==> src/design/lpks_pkg.sv <==
package lpks_pkg;

    // Table geometry
    localparam int MAX_SLOTS = 4096;
    localparam int ADDR_W    = $clog2(MAX_SLOTS);
    localparam int CNT_W     = 13;
    localparam int KEY_W     = 64;
    localparam int STEP_W    = $clog2(KEY_W);

    localparam logic [CNT_W-1:0] SLOTS_MAX = CNT_W'(MAX_SLOTS);

    // Action codes
    localparam logic ACT_INSERT = 1'b0;
    localparam logic ACT_LOOKUP = 1'b1;

    typedef struct packed {
        logic             action;
        logic [KEY_W-1:0] key;
    } t_lpks_in;

    typedef struct packed {
        logic [KEY_W-1:0] found_key;
        logic             hit;
        logic             table_full;
        logic [CNT_W-1:0] probe_count;
    } t_lpks_out;

    // Request and response of the remainder unit
    typedef struct packed {
        logic             start;
        logic [KEY_W-1:0] dividend;
        logic [CNT_W-1:0] divisor;
    } t_lpks_mod_req;

    typedef struct packed {
        logic              done;
        logic [ADDR_W-1:0] rem;
    } t_lpks_mod_rsp;

endpackage

==> src/design/lpks_mod.sv <==
module lpks_mod (
    input  logic                   i_clk,
    input  logic                   i_rst_n,
    input  lpks_pkg::t_lpks_mod_req i_req,
    output lpks_pkg::t_lpks_mod_rsp o_rsp
);
    import lpks_pkg::*;

    logic              r_busy;
    logic              r_done;
    logic [STEP_W-1:0] r_cnt;
    logic [KEY_W-1:0]  r_div;
    logic [CNT_W-1:0]  r_divisor;
    logic [ADDR_W-1:0] r_rem;

    logic [ADDR_W:0]   n_trial;
    logic [ADDR_W-1:0] n_rem;

    // Shift in one dividend bit and subtract the divisor when it fits
    always_comb begin
        n_trial = {r_rem, r_div[KEY_W-1]};
        if (CNT_W'(n_trial) >= r_divisor) begin
            n_rem = ADDR_W'(CNT_W'(n_trial) - r_divisor);
        end else begin
            n_rem = n_trial[ADDR_W-1:0];
        end
    end

    // Run one quotient bit per cycle, MSB first
    always_ff @(posedge i_clk) begin
        if (!i_rst_n) begin
            r_busy <= 1'b0;
            r_done <= 1'b0;
            r_cnt  <= '0;
        end else begin
            r_done <= 1'b0;
            if (i_req.start) begin
                r_busy    <= 1'b1;
                r_cnt     <= '0;
                r_div     <= i_req.dividend;
                r_divisor <= i_req.divisor;
                r_rem     <= '0;
            end else if (r_busy) begin
                r_rem <= n_rem;
                r_div <= {r_div[KEY_W-2:0], 1'b0};
                r_cnt <= r_cnt + 1'b1;
                if (r_cnt == STEP_W'(KEY_W-1)) begin
                    r_busy <= 1'b0;
                    r_done <= 1'b1;
                end
            end
        end
    end

    assign o_rsp.done = r_done;
    assign o_rsp.rem  = r_rem;

endmodule

==> config.mk <==
export PLATFORM = sky130hd
export DESIGN_NAME = lpks_mod
export DESIGN_NICKNAME = d
export VERILOG_FILES = /design/src/design/lpks_pkg.sv /design/src/design/lpks_mod.sv
export SDC_FILE = /design/constraint.sdc
export NUM_CORES = 1
export LEC_CHECK = 0
export BUFFER_PORTS_ARGS = -buffer_cell sky130_fd_sc_hd__buf_2
export CORE_UTILIZATION = 40
export CTS_BUF_LIST = sky130_fd_sc_hd__clkbuf_4 sky130_fd_sc_hd__clkbuf_8
export DETAILED_ROUTE_END_ITERATION = 12
export HOLD_SLACK_MARGIN = 0.05
export PLACE_DENSITY = 0.63
export RECOVER_POWER = 25
export SLEW_MARGIN = 20
export SYNTH_ARGS = -nofsm -noshare
export SYNTH_HDL_FRONTEND = slang
export SYNTH_SLANG_ARGS = --single-unit
==> constraint.sdc <==
create_clock -name i_clk -period 4.6 [get_ports i_clk]
set_input_delay 0.92 -clock i_clk [delete_from_list [all_inputs] [get_ports i_clk]]
set_output_delay 0.92 -clock i_clk [all_outputs]
set_load 0.03 [all_outputs]
Word level (Yosys, flattened, before mapping)
Cells that the tools add are included.
{"block": "totals", "regBits": 97, "in_bits": 80, "out_inout_bits": 13, "wordCells": 25}
{"block": "op_classes", "addsub": 2, "magnitude_cmp": 1, "eq_ne": 1, "mux": 8, "bitwise": 2, "reduce_logical": 5}
{"operator": "64-bit two-way mux", "n": 2}
{"operator": "12-bit two-way mux", "n": 2}
{"operator": "13-bit greater-or-equal comparator", "n": 1}
{"operator": "12-bit subtractor", "n": 1}
{"operator": "6-bit by 1-bit adder with 6-bit output (second input constant)", "n": 1}
{"operator": "6-bit == test (second input constant)", "n": 1}
{"operator": "1-bit two-way mux", "n": 4}
{"operator": "2-bit AND reduction", "n": 2}
{"operator": "3-bit OR reduction", "n": 1}
{"operator": "1-bit inverter", "n": 2}
{"operator": "2-bit nonzero test", "n": 1}
{"operator": "2-bit OR reduction", "n": 1}

Depth between registers and ports, before layout
{"block": "depth", "ltp_word": 4, "mapped_depth": 10, "mapped_depth_nobuf": 10}

Least setup slack after synthesis
Ideal clock, no wire load.
{"block": "synth_path", "path_kind": "input -> register", "startpoint": "in i_req[77] (netlist bit)", "endpoint": "reg r_div[0], enable pin", "setup_ps": 430, "arrival_ps": 3107, "required_ps": 4170, "path_slack_ps": 1063, "stages": 4, "n_path_buf": 2, "path_cell_list": "clkbuf_1 -> clkbuf_1 -> o21ai_0 -> inv_1"}
{"block": "synth_between", "elab_chain_len": 2}
{"element": "start, declared", "line_no": "lpks_mod.sv:4", "source": "input lpks_pkg::t_lpks_mod_req i_req,"}
{"element": "2-bit nonzero test (no source line)"}
{"element": "2-bit AND reduction (no source line)"}
{"element": "end signal, assigned", "line_no": "lpks_mod.sv:40", "source": "r_div <= i_req.dividend;"}
{"element": "end signal, assigned", "line_no": "lpks_mod.sv:45", "source": "r_div <= {r_div[KEY_W-2:0], 1'b0};"}
{"element": "end, declared", "line_no": "lpks_mod.sv:12", "source": "logic [KEY_W-1:0] r_div;"}
Every way passes these cells.
A chain may end at the register's enable or synchronous reset.

Final worst setup path
{"block": "layout_path", "startpoint": "in i_req[77] (netlist bit)", "endpoint": "reg r_div[15], data pin"}
{"block": "layout_between", "elab_chain_len": 1}
{"element": "64-bit two-way mux", "line_no": "lpks_mod.sv:37", "source": "if (i_req.start) begin"}
Every way passes these cells.

==> metrics.md <==
| Metric | Value |
|---|---|
| Outcome | completed |
| Finished Layout Cells | 570 |
| GRT overflow | 0 |
| Tmin final | 3360 ps |
| Worst slew pin tran | 1480 ps |
| Synth area leaders | edfxtp_1 (57%), mux2_2 (15%), ha_1 (3.7%) |
| Final setup vio count | 0 |
| Vias in the first global route | 2954 |
| # IOs | 93 |
| Nature of the critical path startpoint | primary input |
| Yosys warnings | 0 |
| Clk slew on worst S/H paths | 90 ps |
| Ys flop type | edfxtp_1 |
| Arr. time, crit path | 3490 ps |
| Clk sinks | 97 |
| Post_cts resized | 0 |
| Postcts setup bufs | 0 |
| Initial core utilization | 41.0% |
| Post-synth EDFFs | 89 |
| Synth top area share | 56.8% |
| Diode count | 0 |
| Reg2reg start | r_div[63]$_DFFE_PP_ |
| DRC Markers | 0 |
| CP Buf/Inv Count | 2 |
| Initial antenna violation count | 0 |
| Area grow syn2layout | 17.2% |
| Die X | 110 um |
| Post-Syn Area | 4710 um2 |
| Clock skew | 9.57 ps |
| Critical Path RT | 4730 ps |
| Synthesized flop and latch total | 97 |
| Worst vdd ir | 280 uV |
| CTS tree | done |
| Detail Route Antenna Nets | 0 |
| Hold-fix buffer count after cts | 0 |
| CP Capture Type | flop |
| Power per Cell Area | 377 nW/um2 |
| Max H-tree Level | 3 |
| Max Buffers Root-to-Sink | 2 |
| Avg WL per Cell | 15.1 um |
| Routability congestion estimate from global placement | 0.774 |
| Mean Syn Cell Area | 14.2 um2 |
| Post-Syn Nets | 426 |
| Chip Height | 110 um |
| I/O Buffers | 92 |
| GRT Util Overall | 14.5% |
| Die area | 12200 um2 |
| Final TNS setup | 0 ps |
| Worst Min Path Start | r_cnt[5]$_SDFFE_PP0P_ |
| Layout Nets | 517 |
| Max Clk Rate | 297 MHz |
| Hold Path Class | reg -> reg |
| Via count | 2923 |
| Root Driver | clkbuf_8 |
| LEAKAGE | 2.12 nW |
| Synth cell types | 51 |
| Syn Inst Count | 331 |
| Vias per cell | 5.13 |
| CP delay by family, top | buffers and inverters |
| Largest stage delay on the critical path | 1070 ps |
| Final Hold Vio Count | 0 |
| Worst setup path startpoint | i_req[77] |
| Row Count | 39 |
| DRT Pass-1 Iters | 4 |
| Dpl cells | 554 |
| Critical path fanouts, max | 51 |
| Initial drt markers | 115 |
| Final WL | 8.60 mm |
| Final Cycle Share | 73.1% |
| CTS Buf Count | 9 |
| RSZ-0062 raised after global routing | no |
| Ys async rst share | 0% |
| Max Cap Viol | 0 |
| Core Region | 11500 um2 |
| Share of layout cells above drive strength 1 | 41.5% |
| DP HPWL | 6.07 mm |
| Slowest-stage cell, CP | clkbuf_2 |
| Post-synthesis sequential area ratio | 60.2% |
| Commonest non-fill, non-tap cells in the layout | edfxtp_1 (89), buf_2 (78), mux2_2 (63) |
| Area leader, netlist | edfxtp_1 |
| Pwr Total | 2.08 mW |
| DP Worst Slack | 1490 ps |
| Setup WS post-layout | 1240 ps |
| Fillers | 1036 |
| Headroom to the max-slew limit | 1.16% |
| Largest net degree at the start of global routing | 52 |
| Commonest non-fill, non-tap cell in the layout | edfxtp_1 |
| Max Slew Vio Count | 0 |
| WS Path Type | in -> reg |
| Global-route wire length before repair | 13.9 mm |
| Worst skew pair latency | 370 ps |
| CP Cell Sequence | clkbuf_1 > clkbuf_2 > mux2_2 |
## power by group
| part | leakage (nW) | internal [mW] | switching, mW |
|---|---|---|---|
| registers | 0.914 | 1.04 | 0.0242 |
| clock network | 0.129 | 0.376 | 0.314 |
| logic | 1.08 | 0.152 | 0.179 |
## registers in the layout, summed over array words and instances, names as in the netlist
name       count
r_divisor     13
r_div         64
r_busy         1
r_rem         12
r_done         1
r_cnt          6
## worst reg2reg max path, delay by kind of cell, from the launching register on
kind,cells,cell delay (ps)
XOR/XNOR,1,210
flip-flops,1,410
AND/OR/NAND/NOR,1,120
AO/OA/AOI/OAI,4,1020
buffers and inverters,2,130
adder cells (fa/ha/maj),2,610
## through the flow
| step | utilization [%] | cell area, um2 | hold slack [ps] |
|---|---|---|---|
| floorplan | - | 4710 | 454 |
| global placement | 46.0 | 5280 | 468 |
| detailed placement | 46.0 | 5280 | 500 |
| CTS | 48.3 | 5540 | 513 |
| global route | 48.1 | 5520 | 552 |
| finish | 48.1 | 5520 | 506 |
## cell type report
class | instances | area (um2) | area share [%]
clock buffer | 10 | 131 | 2.38
inverter | 18 | 67.6 | 1.23
timing repair buffer | 95 | 463 | 8.39
clock inverter | 6 | 126 | 2.29
sequential | 97 | 2830 | 51.4
tap | 143 | 179 | 3.24
multi-input combinational | 201 | 1720 | 31.1
## kinds of logic after synthesis
kind of cell | Yosys count | synth area share [%]
XOR/XNOR | 11 | 2.05
flip-flops | 97 | 60.2
adder cells (fa/ha/maj) | 15 | 4.15
buffers and inverters | 33 | 3.38
multiplexers | 64 | 15.3
AO/OA/AOI/OAI | 56 | 8.32
AND/OR/NAND/NOR | 55 | 6.65
## metal layers
metal  vias up  track usage, %  routed length (um)
met1      1412            17.9                3910
met2        71            23.1                4020
met3         9            6.09                 555
met5         -               0                   0
li1       1431               -                   -
met4         0            4.27                 110
## synth_stat cells, types with 2 or more instances
library cell and instances:
edfxtp_1 89, mux2_2 63, inv_1 18, a21oi_1 17, ha_1 14, nor2_1 11
nand3_1 10, dfxtp_1 8, a21o_1 6, clkbuf_1 6, nand2_1 6, nor3_1 6
o21ai_1 6, xnor2_1 6, o21ai_0 5, xor2_1 5, nand2b_1 4, a211oi_2 3
nand4_1 3, o21a_1 3, a21oi_2 2, and4_1 2, buf_1 2, buf_4 2
buf_6 2, clkbuf_4 2, nand2_4 2, nor3b_1 2, o21bai_1 2, o22ai_1 2
or3_1 2
## path summary, 6_finish.rpt
kind	endpoint	slack, ps	cells past startpoint
setup / recovery	r_div[15]$_DFFE_PP_	1240	3
hold / removal	r_cnt[5]$_SDFFE_PP0P_	510	2
setup reg to reg	r_rem[8]$_SDFFCE_PP0P_	1860	10
hold reg to reg	r_cnt[5]$_SDFFE_PP0P_	510	2
No activity file was read; power rests on OpenSTA's default activity.
